==> config.mk <==
export PLATFORM = sky130hd
export DESIGN_NAME = bpa_ctrl
export DESIGN_NICKNAME = d
export VERILOG_FILES = /design/src/design/bpa_pkg.sv /design/src/design/bpa_ctrl.sv
export SDC_FILE = /design/constraint.sdc
export NUM_CORES = 1
export LEC_CHECK = 0
export BUFFER_PORTS_ARGS = -buffer_cell sky130_fd_sc_hd__buf_2
export CORE_UTILIZATION = 25
export CTS_CLUSTER_SIZE = 12
export DETAILED_ROUTE_END_ITERATION = 7
export PLACE_DENSITY_LB_ADDON = 0.12
export SETUP_SLACK_MARGIN = 0.1
export SYNTH_ARGS = -nofsm -noshare
export SYNTH_HDL_FRONTEND = slang
export SYNTH_SLANG_ARGS = --single-unit
export TNS_END_PERCENT = 30
==> constraint.sdc <==
create_clock -name i_clk -period 3.2 [get_ports i_clk]
set_clock_uncertainty 0.2 [all_clocks]
set_input_delay 0.32 -clock i_clk [delete_from_list [all_inputs] [get_ports i_clk]]
set_output_delay 0.32 -clock i_clk [all_outputs]
set_load 0.01 [all_outputs]
==> src/design/bpa_pkg.sv <==
package bpa_pkg;

    localparam int PAGE_W        = 20;
    localparam int REQ_W         = 11;
    localparam int STATUS_W      = 3;
    localparam int ORDER_W       = 4;
    localparam int ENTRY_W       = 6;
    localparam int MIN_REGION    = 128;
    localparam int NUM_ORDERS_DEF = 10;
    localparam int MAX_PAGES_DEF  = 1024;

    localparam logic [0:0] CFG_BASE_PAGE    = 1'b0;
    localparam logic [0:0] CFG_REGION_PAGES = 1'b1;

    typedef enum logic [1:0] {
        CMD_INIT  = 2'd0,
        CMD_ALLOC = 2'd1,
        CMD_FREE  = 2'd2,
        CMD_NONE  = 2'd3
    } t_cmd;

    typedef enum logic [STATUS_W-1:0] {
        ST_OK        = 3'd0,
        ST_NO_MEM    = 3'd1,
        ST_BAD_SIZE  = 3'd2,
        ST_NOT_ALLOC = 3'd3,
        ST_NOT_INIT  = 3'd4,
        ST_BAD_CFG   = 3'd5
    } t_status;

    typedef enum logic [3:0] {
        OP_NOP,
        OP_LOAD,
        OP_DECIDE,
        OP_CLEAR,
        OP_CARVE,
        OP_SCAN_RD,
        OP_SCAN_CHK,
        OP_SPLIT,
        OP_ALLOC_WR,
        OP_FREE_RD,
        OP_FREE_CHK,
        OP_MERGE_RD,
        OP_MERGE_CHK,
        OP_FREE_WR,
        OP_PUSH
    } t_op;

    typedef struct packed {
        t_op op;
    } t_dp_cmd;

    typedef struct packed {
        t_cmd cmd;
        logic go;
        logic clear_last;
        logic carve_last;
        logic scan_end;
        logic hit;
        logic need_split;
        logic split_more;
        logic free_ok;
        logic merge_go;
        logic out_busy;
    } t_dp_stat;

endpackage

==> src/design/bpa_ctrl.sv <==
module bpa_ctrl (
    input  logic               i_clk,
    input  logic               i_rst_n,
    input  logic               i_in_valid,
    output logic               o_in_ready,
    input  bpa_pkg::t_dp_stat  i_stat,
    output bpa_pkg::t_dp_cmd   o_ctl
);
    import bpa_pkg::*;

    typedef enum logic [3:0] {
        S_IDLE, S_DECODE, S_CLEAR, S_CARVE, S_SCAN_RD, S_SCAN_CHK, S_SPLIT,
        S_ALLOC_WR, S_FREE_RD, S_FREE_CHK, S_MERGE_RD, S_MERGE_CHK, S_FREE_WR,
        S_FINISH
    } t_state;

    t_state r_state, n_state;
    t_op    op;

    always_comb begin
        n_state = r_state;
        op      = OP_NOP;
        unique case (r_state)
            S_IDLE: begin
                if (i_in_valid) begin
                    op      = OP_LOAD;
                    n_state = S_DECODE;
                end
            end
            S_DECODE: begin
                op = OP_DECIDE;
                if (!i_stat.go) begin
                    n_state = S_FINISH;
                end else begin
                    unique case (i_stat.cmd)
                        CMD_INIT:  n_state = S_CLEAR;
                        CMD_ALLOC: n_state = S_SCAN_RD;
                        CMD_FREE:  n_state = S_FREE_RD;
                        default:   n_state = S_FINISH;
                    endcase
                end
            end
            S_CLEAR: begin
                op = OP_CLEAR;
                if (i_stat.clear_last) n_state = S_CARVE;
            end
            S_CARVE: begin
                op = OP_CARVE;
                if (i_stat.carve_last) n_state = S_FINISH;
            end
            S_SCAN_RD: begin
                op      = OP_SCAN_RD;
                n_state = i_stat.scan_end ? S_FINISH : S_SCAN_CHK;
            end
            S_SCAN_CHK: begin
                op = OP_SCAN_CHK;
                if (!i_stat.hit)            n_state = S_SCAN_RD;
                else if (i_stat.need_split) n_state = S_SPLIT;
                else                        n_state = S_ALLOC_WR;
            end
            S_SPLIT: begin
                op = OP_SPLIT;
                if (!i_stat.split_more) n_state = S_ALLOC_WR;
            end
            S_ALLOC_WR: begin
                op      = OP_ALLOC_WR;
                n_state = S_FINISH;
            end
            S_FREE_RD: begin
                op      = OP_FREE_RD;
                n_state = S_FREE_CHK;
            end
            S_FREE_CHK: begin
                op      = OP_FREE_CHK;
                n_state = i_stat.free_ok ? S_MERGE_RD : S_FINISH;
            end
            S_MERGE_RD: begin
                op      = OP_MERGE_RD;
                n_state = i_stat.merge_go ? S_MERGE_CHK : S_FREE_WR;
            end
            S_MERGE_CHK: begin
                op      = OP_MERGE_CHK;
                n_state = i_stat.hit ? S_MERGE_RD : S_FREE_WR;
            end
            S_FREE_WR: begin
                op      = OP_FREE_WR;
                n_state = S_FINISH;
            end
            S_FINISH: begin
                if (!i_stat.out_busy) begin
                    op      = OP_PUSH;
                    n_state = S_IDLE;
                end
            end
            default: n_state = S_IDLE;
        endcase
    end

    always_ff @(posedge i_clk) begin
        if (!i_rst_n) begin
            r_state <= S_IDLE;
        end else begin
            r_state <= n_state;
        end
    end

    assign o_in_ready = (r_state == S_IDLE);
    assign o_ctl.op   = op;
endmodule

==> results of run 1 <==
==> power groups by stage <==
stage	clock, W	sequential (W)	combinational [W]
after floorplan	0	0.0000879	0.000387
after global placement	0	0.000181	0.000390
after detailed placement	0	0.000177	0.000386
after CTS	0.0000615	0.000175	0.000389
after global routing	0.0000662	0.000189	0.000431
final	0.0000603	0.000178	0.000386
==> per-layer routing <==
metal | global-route usage (%) | part of all wire [%] | vias to the layer above
met2 | 20.4 | 45 | 27
met1 | 19.7 | 49 | 302
met5 | 0 | 0 | -
met4 | 4.17 | 0 | 0
met3 | 1.79 | 6.0 | 0
li1 | - | - | 337
==> logic make-up after synthesis <==
logic type                Yosys count
AOI/OAI and AO/OA                  32
xor gates and xnor gates            1
buffers and inverters              10
DFF                                 4
muxes                               2
and+or+nand+nor                    32
==> worst min-delay path by stage <==
stage | end | cells past startpoint
after global routing | r_state[2] | 2
after CTS | r_state[2] | 2
after floorplan | r_state[2] | 1
after detailed placement | r_state[2] | 2
final | r_state[2] | 2
after global placement | r_state[1] | 2
==> layout make-up <==
type                       instances  share of cell area, %
sequential                         4                   11.3
timing repair buffer              19                   13.5
multi-input combinational         67                   65.5
inverter                           3                   1.59
clock buffer                       3                   3.19
tap                               28                   4.96
==> worst register-to-register path: cells and delay by family (launching register included) <==
family,cells,cell delay [ns]
simple gates,1,0.16
mux,1,0.43
compound gates,2,0.39
flops,1,0.79
==> per-stage QoR <==
stage               instances  total power, W  hold slack [ns]  instance area, um^2
finish                    124        0.000624            0.146                  707
global route              124        0.000687            0.152                  707
CTS                       124        0.000626            0.145                  707
detailed placement        121        0.000564            0.382                  684
global placement          121        0.000570            0.381                  684
floorplan                  81        0.000475            0.238                  601
==> cell usage in the layout (no fill, tap or decap), types with 2 or more instances in the layout <==
cell type and n:
o221ai_1 2, a22oi_1 2, and2_1 3, nand2b_1 5, nor2b_1 4, o22ai_1 2
nand3_1 2, a221oi_1 2, inv_1 3, nor3_1 2, nor2_1 2, a21oi_1 4
nor3b_2 2, a211oi_1 2, a21boi_1 2, clkbuf_4 3, nand2_1 6, o21ai_0 4
buf_2 19, dfxtp_1 4
==> flow_metrics.py, run 1 <==
metrics = {
    "run_status": {
        "status": "finished, final reports clean",
    },
    "global_routing": {
        "grt_max_degree": 23,
        "track_usage_pct": 13.6,
        "first_global_vias": 599,
        "grt_pass1_wl_um": 2730,
        "grt_antenna_before_repair": 0,
        "overflow": 0,
    },
    "cts": {
        "clockRootBuffer": "clkbuf_4",
        "cts_hold_buf": 0,
        "cts.sinks": 4,
        "ctsResizeCount": 0,
        "worstSkewPairLatency_ns": 0.23,
        "postCtsSetupBuffers": 0,
        "clkTransAtPathRegs_ns": 0.03,
        "cts_tree": "done",
        "htree_levels": 1,
        "cts_buffer_depth": 2,
        "cts_buffers": 3,
    },
    "timing": {
        "postLayoutSetupSlackWorst_ns": 1.03,
        "maxSlewHeadroom_pct": 50.8,
        "setup_tns_ns": 0,
        "tightest_slew_ns": 0.737,
        "rsz0062_at_grt": "no",
        "fin_crit_ns": 2.17,
        "hold_viol": 0,
        "finalCritPeriodShare_pct": 67.9,
        "setup_viol": 0,
        "slew_violations": 0,
        "fmax_mhz": 461,
    },
    "hold_path": {
        "hold_path_class": "input pin to flop",
        "hold_path.startpoint": "i_rst_n",
    },
    "yosys": {
        "synth_ff_type": "dfxtp_1",
        "synth_common_cells": "nand2_1 (6), nand2b_1 (5)",
        "synth_top_family_by_area": "compound AO/OA/AOI/OAI gates",
        "synth_compound_area_share_pct": 39.4,
        "synth_most_common_cell": "nand2_1",
        "syn_area_um2": 601,
        "synth_fa_ha_area_share_pct": 0,
        "synth_cell_types": 42,
        "yosys_register_bits": 4,
        "synthMuxAreaShare_pct": 3.54,
        "seq_area_frac_synth_pct": 13.3,
        "synth_edf_count": 0,
        "syn_nets": 96,
        "synth_xor_area_share_pct": 1.46,
        "synth-simple-area-share_pct": 32.7,
        "synthArstFlopShare_pct": 0,
        "syn-mean-instance-area_um2": 7.41,
        "yosysTopAreaCell": "dfxtp_1",
        "synthTopCellsByArea": "dfxtp_1 (13%), nand2b_1 (5.2%), nor2b_1 (4.2%)",
        "synth_warnings": 0,
        "synth.top_cell.area_share_pct": 13.3,
        "syn_inst": 81,
    },
    "route": {
        "wl_um": 1620,
        "drt-pass1-iter-count": 4,
        "ant_nets": 0,
        "viasPerCell": 5.37,
        "route.vias.total": 666,
        "drt_iter0_markers": 34,
        "drc": 0,
        "routedWlPerCell_um": 13.1,
    },
    "worst_setup_path": {
        "crit_path_end": "o_ctl[3]",
        "cpPeakStageDelay_ns": 0.79,
        "arrival_ns": 1.65,
        "slowest_stage": "dfxtp_1",
        "crit_chain": "nand2b_1 -> o31ai_1 -> buf_2",
        "cp-startpoint": "r_state[1]",
        "path_max_fanout": 22,
        "startpoint_type": "flop",
        "reg2reg_to": "r_state[1]",
        "worst-path-stages": 3,
        "worstPathRequired_ns": 2.68,
        "cp_top_family": "flip-flops",
        "cp.buffers_inverters": 1,
        "reg2reg_slack_ns": 1.12,
        "critical_path_class": "flop to primary output",
        "r2r_start": "r_state[1]",
        "endpoint_kind": "primary output",
        "reg2regPathDepth": 4,
    },
    "cells_and_area": {
        "top_register": "r_state",
        "drive_above_1_share_pct": 30.2,
        "regArea_um2": 80.1,
        "largest_reg_flops": 4,
        "reg.largest.list": "r_state: 4 flops",
        "final_core_util_pct": 31.7,
        "nets": 113,
        "fillers": 258,
        "diodes": 0,
        "multi_input_area_um2": 463,
        "area_growth_syn_to_layout_pct": 17.7,
    },
    "floorplan": {
        "die_w_um": 51.0,
        "core_mm2": 0.00223,
        "die_area_mm2": 0.00260,
        "initial_utilization_pct": 26.9,
        "ios": 20,
        "std_cell_rows": 17,
        "fp.dieH_um": 51.0,
    },
    "placement": {
        "place_congestion": 0.757,
        "place_worst_setup_slack_ns": 1.15,
        "dp_hpwl_um": 1250,
        "port_buffers": 19,
    },
    "pwr": {
        "power.switching_w": 0.000313,
        "p_clk_share_pct": 9.7,
        "comb_power_share_pct": 61.9,
        "power_leakage_nw": 0.258,
        "sw_frac_of_total_pct": 50.1,
        "p_int_w": 0.000311,
        "ir_drop_mv": 0.365,
        "power_density_mw_per_mm2": 883,
        "seqPwrFrac_pct": 28.5,
    },
    "run": {
        "drv_cap": 0,
    },
}
Note: power is estimated with default switching activity, not from simulation.
==> run 2, diff against run 1 <==
ABC_AREA = 1   (was default)
clock period = 1.9 ns   (was 3.2 ns; I/O delays follow)
==> run 2 against run 1 <==
  * First-iteration DRC count decreased by 32%
  * Critical path depth increased by 3
  * Clock-buffer cell count unchanged
  * Largest cell class unchanged
==> flow_metrics.py, run 2 <==
metrics = {
    "worst_setup_path": {
        "endpoint_kind": "primary output",
        "cpPeakStageDelay_ns": 0.34,
        "critical_path_class": "flop to primary output",
        "startpoint_type": "flop",
        "crit_chain": "inv_1 -> nand2_2 -> nor2_1 -> a21oi_1 -> nand4_1 -> buf_2",
        "reg2regPathDepth": 9,
        "worst-path-stages": 6,
        "arrival_ns": 1.32,
        "slowest_stage": "dfxtp_2",
        "path_max_fanout": 4,
        "worstPathRequired_ns": 1.51,
        "cp.buffers_inverters": 2,
        "cp_top_family": "simple AND/OR/NAND/NOR gates",
    },
    "cts": {
        "worstSkewPairLatency_ns": 0.24,
        "cts_tree": "done",
        "cts_buffers": 3,
        "cts_buffer_depth": 2,
        "htree_levels": 1,
        "cts.sinks": 4,
        "clockRootBuffer": "clkbuf_4",
        "clkTransAtPathRegs_ns": 0.04,
    },
    "cells_and_area": {
        "reg.largest.list": "r_state: 4 flops",
        "regArea_um2": 85.1,
        "largest_reg_flops": 4,
        "top_register": "r_state",
        "stdcell_count": 155,
        "mostFrequentLayoutCells": "nand2_1 (29), buf_2 (19), nor2_1 (17)",
        "final_core_util_pct": 35.5,
        "layout_commonest_cell": "nand2_1",
        "fillers": 244,
        "nets": 145,
        "drive_above_1_share_pct": 30.5,
        "design_area_um2": 724,
        "area_growth_syn_to_layout_pct": 29.2,
        "multi_input_area_um2": 417,
        "diodes": 0,
    },
    "floorplan": {
        "initial_utilization_pct": 27.5,
        "std_cell_rows": 16,
        "core_mm2": 0.00204,
        "fp.dieH_um": 49.4,
        "die_area_mm2": 0.00244,
        "die_w_um": 49.4,
        "ios": 20,
    },
    "yosys": {
        "synth_warnings": 0,
        "synth_common_cells": "nand2_1 (30), nor2_1 (17), inv_1 (15)",
        "synth_ff_type": "dfxtp_1",
        "synthArstFlopShare_pct": 0,
        "synthTopCellsByArea": "nand2_1 (20%), dfxtp_1 (14%), nor2_1 (11%)",
        "syn_nets": 121,
        "synth_most_common_cell": "nand2_1",
        "synth_edf_count": 0,
        "yosys_register_bits": 4,
        "syn_area_um2": 561,
        "synth.top_cell.area_share_pct": 20.1,
        "yosysTopAreaCell": "nand2_1",
        "syn_inst": 106,
        "synth_cell_types": 20,
        "seq_area_frac_synth_pct": 14.3,
        "syn-mean-instance-area_um2": 5.29,
    },
    "timing": {
        "finalCritPeriodShare_pct": 90.1,
        "setup_viol": 0,
        "fin_crit_ns": 1.71,
        "rsz0062_at_grt": "no",
        "fmax_mhz": 584,
        "slew_violations": 0,
        "setup_tns_ns": 0,
        "maxSlewHeadroom_pct": 82.2,
        "tightest_slew_ns": 0.266,
        "hold_viol": 0,
    },
    "global_routing": {
        "grt_max_degree": 8,
        "overflow": 0,
        "track_usage_pct": 13.2,
        "grt_pass1_wl_um": 2500,
        "grt_antenna_before_repair": 0,
        "first_global_vias": 625,
    },
    "route": {
        "drt-pass1-iter-count": 4,
        "drc": 0,
        "viasPerCell": 4.39,
        "wl_um": 1500,
        "routedWlPerCell_um": 9.66,
        "route.vias.total": 681,
        "drt_iter0_markers": 23,
        "ant_nets": 0,
    },
    "placement": {
        "dp.cells": 152,
        "dpl_cell_area_um2": 689,
        "port_buffers": 19,
        "place_congestion": 0.824,
        "dp_hpwl_um": 1250,
    },
    "pwr": {
        "power_density_mw_per_mm2": 1320,
        "power_leakage_nw": 0.372,
        "ir_drop_mv": 0.696,
    },
    "run": {
        "drv_cap": 0,
    },
    "hold_path": {
        "min_path_cells": 3,
        "hold_path_class": "input pin to flop",
    },
    "run_status": {
        "status": "finished, final reports clean",
    },
}
-- run 2: timing repair --
item,4_1_cts,5_1_grt
setup buffers,0,0
gates cloned,0,0
hold buffers,0,0
pin swaps,0,0
endpoints found under the setup margin,3,3
resized for setup,1,5
-- run 2: cell families after synthesis --
logic type      Yosys count  share of synthesized area, %
buf+inv                  18                          12.7
compound gates           17                          17.0
flops                     4                          14.3
simple gates             67                          56.0
-- run 2: worst paths after layout --
path / startpoint / end / slack (ns)
worst min register to register: r_state[1] / r_state[3] / 0.56
worst min-delay path: i_rst_n / r_state[1] / 0.03
worst max-delay path: r_state[2] / o_ctl[2] / 0.19
worst max register to register: r_state[3] / r_state[2] / 0.34
-- run 2: power by group --
group | switching [W] | internal (W)
combinational | 0.000416 | 0.000244
clock | 0.0000362 | 0.0000708
sequential | 0.0000641 | 0.000127
-- run 2: per-stage QoR --
step           power [W]  worst slack [ns]  hold slack [ns]
2_1_floorplan   0.000643             0.423            0.160
3_3_place_gp    0.000850             0.227            0.265
3_5_place_dp    0.000835             0.281            0.269
4_1_cts         0.000951            0.0829           0.0195
5_1_grt          0.00106             0.103           0.0347
6_report        0.000959             0.187           0.0266
-- run 2: final cells by class --
class,instances,share of cell area (%)
well taps,27,4.66
inverters,17,8.81
multi-input cells,84,57.5
flip-flops and latches,4,11.7
clock buffers,3,3.11
repair buffers,20,14.2
-- run 2: per-layer routing --
layer	vias up	GRT usage, %	share of wire (%)
met5	-	0	0
met3	0	4.36	6.4
met1	277	16.9	48
met2	18	21.9	46
met4	0	1.47	0
li1	386	-	-
-- run 2: worst register-to-register path, cell delays in order, from the launching register on --
cell and delay, ns:
dfxtp_2 0.38, buf_4 0.16, inv_1 0.04, nor2_1 0.16, nand2_1 0.09, o21ai_0 0.14
nor2_1 0.06, nand2_1 0.09, nand2_1 0.05, a21oi_1 0.12
==> run 3, diff against run 2 <==
HOLD_SLACK_MARGIN = 0.08   (was default)
==> run 3 against run 2 <==
  * Via count grew 1.2%
  * Non-clock buffer count grew 2
  * Critical path depth is the same
  * Die area is the same
  * First-iteration DRC count shrank 4.3%
  * Register-to-register slack is essentially flat
  * Worst hold slack gained 0.078 ns
  * Utilization grew 0.98 points
  * Sequential power is essentially flat
  * Final area grew 2.8%
  * Total power grew 0.19%
  * Critical path type unchanged
  * Critical endpoint unchanged
  * Largest cell class unchanged
==> flow_metrics.py, run 3 (synthesized netlist as in run 2, its figures left out) <==
metrics = {
    "route": {
        "drc": 0,
        "wl_um": 1500,
        "drt_iter0_markers": 22,
        "viasPerCell": 4.39,
        "ant_nets": 0,
        "drt-pass1-iter-count": 4,
        "route.vias.total": 689,
        "met3_length_um": 87,
        "routedWlPerCell_um": 9.53,
        "met1_length_um": 717,
        "topRoutingLayerUsed": "met3",
        "dr_wl_met2_um": 691,
    },
    "floorplan": {
        "core_mm2": 0.00204,
        "std_cell_rows": 16,
        "ios": 20,
        "die_area_mm2": 0.00244,
        "initial_utilization_pct": 27.5,
        "fp.dieH_um": 49.4,
        "die_w_um": 49.4,
    },
    "cells_and_area": {
        "reg.largest.list": "r_state: 4 flops",
        "layout_commonest_cell": "nand2_1",
        "nets": 147,
        "area_growth_syn_to_layout_pct": 32.8,
        "diodes": 0,
        "top_register": "r_state",
        "design_area_um2": 744,
        "fillers": 243,
        "drive_above_1_share_pct": 30.0,
        "mostFrequentLayoutCells": "nand2_1 (29), buf_2 (19), nor2_1 (17)",
        "stdcell_count": 157,
        "largest_reg_flops": 4,
    },
    "worst_setup_path": {
        "reg2regPathDepth": 9,
        "startpoint_type": "flop",
        "critical_path_class": "flop to primary output",
        "cp_top_family": "simple AND/OR/NAND/NOR gates",
        "reg2reg_to": "r_state[2]",
        "crit_chain": "inv_1 -> nand2_2 -> nor2_1 -> a21oi_1 -> nand4_1 -> buf_2",
        "cpPeakStageDelay_ns": 0.34,
        "endpoint_kind": "primary output",
        "cp.buffers_inverters": 2,
        "arrival_ns": 1.32,
        "path_max_fanout": 4,
        "reg2reg_slack_ns": 0.34,
        "r2r_start": "r_state[3]",
        "worstPathRequired_ns": 1.51,
        "slowest_stage": "dfxtp_2",
    },
    "cts": {
        "worstSkewPairLatency_ns": 0.24,
        "cts_buffers": 3,
        "cts_buffer_depth": 2,
        "cts.sinks": 4,
        "postCtsSetupBuffers": 0,
        "clkTransAtPathRegs_ns": 0.04,
        "cts_tree": "done",
        "htree_levels": 1,
        "clockRootBuffer": "clkbuf_4",
    },
    "placement": {
        "place_congestion": 0.824,
        "port_buffers": 19,
        "dpl_cell_area_um2": 689,
        "dp.cells": 152,
        "dp_hpwl_um": 1250,
    },
    "run": {
        "drv_cap": 0,
    },
    "timing": {
        "slew_violations": 0,
        "maxSlewHeadroom_pct": 82.2,
        "rsz0062_at_grt": "no",
        "hold_viol": 0,
        "fin_crit_ns": 1.71,
        "tightest_slew_ns": 0.266,
        "setup_tns_ns": 0,
        "hold_slack_ns": 0.105,
        "fmax_mhz": 585,
        "finalCritPeriodShare_pct": 90.0,
        "setup_viol": 0,
    },
    "hold_path": {
        "min_path_cells": 3,
        "hold_path.startpoint": "i_stat[0]",
        "whs_endpoint": "r_state[3]",
        "hold_path_class": "input pin to flop",
    },
    "pwr": {
        "seqPwrFrac_pct": 19.9,
        "p_clk_share_pct": 11.2,
        "power.switching_w": 0.000516,
        "ir_drop_mv": 0.567,
        "comb_power_share_pct": 68.9,
        "sw_frac_of_total_pct": 53.7,
        "power_leakage_nw": 0.381,
        "power_density_mw_per_mm2": 1290,
        "p_int_w": 0.000445,
    },
    "global_routing": {
        "overflow": 0,
        "grt_max_degree": 8,
        "grt_antenna_before_repair": 0,
        "track_usage_pct": 13.3,
        "first_global_vias": 638,
        "grt_pass1_wl_um": 2520,
    },
    "run_status": {
        "status": "finished, final reports clean",
    },
}
==> run 3: changes by cell type in the layout (fill, tap and decap cells not counted) <==
cell | previous run | this run
dlygate4sd3_1 | 0 | 2
==> run 3: worst max-delay path by stage <==
| stage | to | cells past startpoint | startpoint |
|---|---|---|---|
| finish | o_ctl[2] | 6 | r_state[2] |
| floorplan | r_state[1] | 8 | r_state[1] |
| global route | o_ctl[2] | 6 | r_state[2] |
| detailed placement | r_state[1] | 7 | r_state[0] |
| CTS | o_ctl[2] | 6 | r_state[2] |
| global placement | r_state[3] | 7 | r_state[0] |
==> run 3: worst reg2reg max path: stages, from the launching register on <==
cell,delay (ns)
dfxtp_2,0.38
buf_4,0.16
inv_1,0.04
nor2_1,0.16
nand2_1,0.09
o21ai_0,0.14
nor2_1,0.06
nand2_1,0.09
nand2_1,0.05
a21oi_1,0.12
==> run 3: layout make-up <==
type | count | area [um^2] | share of cell area [%]
inverter | 17 | 63.8 | 8.57
multi-input combinational | 84 | 417 | 56.0
clock buffer | 3 | 22.5 | 3.03
tap | 27 | 33.8 | 4.54
timing repair buffer | 22 | 123 | 16.5
sequential | 4 | 85.1 | 11.4
==> run 3: power groups by stage <==
stage | registers [W] | clock network [W] | logic, W
2_1_floorplan | 0.000158 | 0 | 0.000485
6_report | 0.000191 | 0.000108 | 0.000662
4_1_cts | 0.000180 | 0.000114 | 0.000661
5_1_grt | 0.000195 | 0.000119 | 0.000749
3_3_place_gp | 0.000180 | 0 | 0.000670
3_5_place_dp | 0.000180 | 0 | 0.000654
==> run 3: metal layers <==
metal  up-vias  global-route usage, %
met5         -                      0
met4         0                   1.47
li1        390                      -
met3         0                   4.36
met1       283                   16.7
met2        16                   22.4
==> run 3: through the flow <==
stage,total power (W),setup WS (ns),util [%]
floorplan,0.000643,0.423,-
global placement,0.000850,0.227,33.8
detailed placement,0.000835,0.281,33.8
CTS,0.000954,0.0829,36.1
global route,0.00106,0.104,36.5
finish,0.000961,0.189,36.5
==> run 3: repair_timing <==
item                                   in CTS  in global routing
hold buffers                                2                  0
endpoints found under the hold margin       4                  0
resized for setup                           1                  5
setup endpoints to repair                   3                  3
pin swaps                                   0                  0
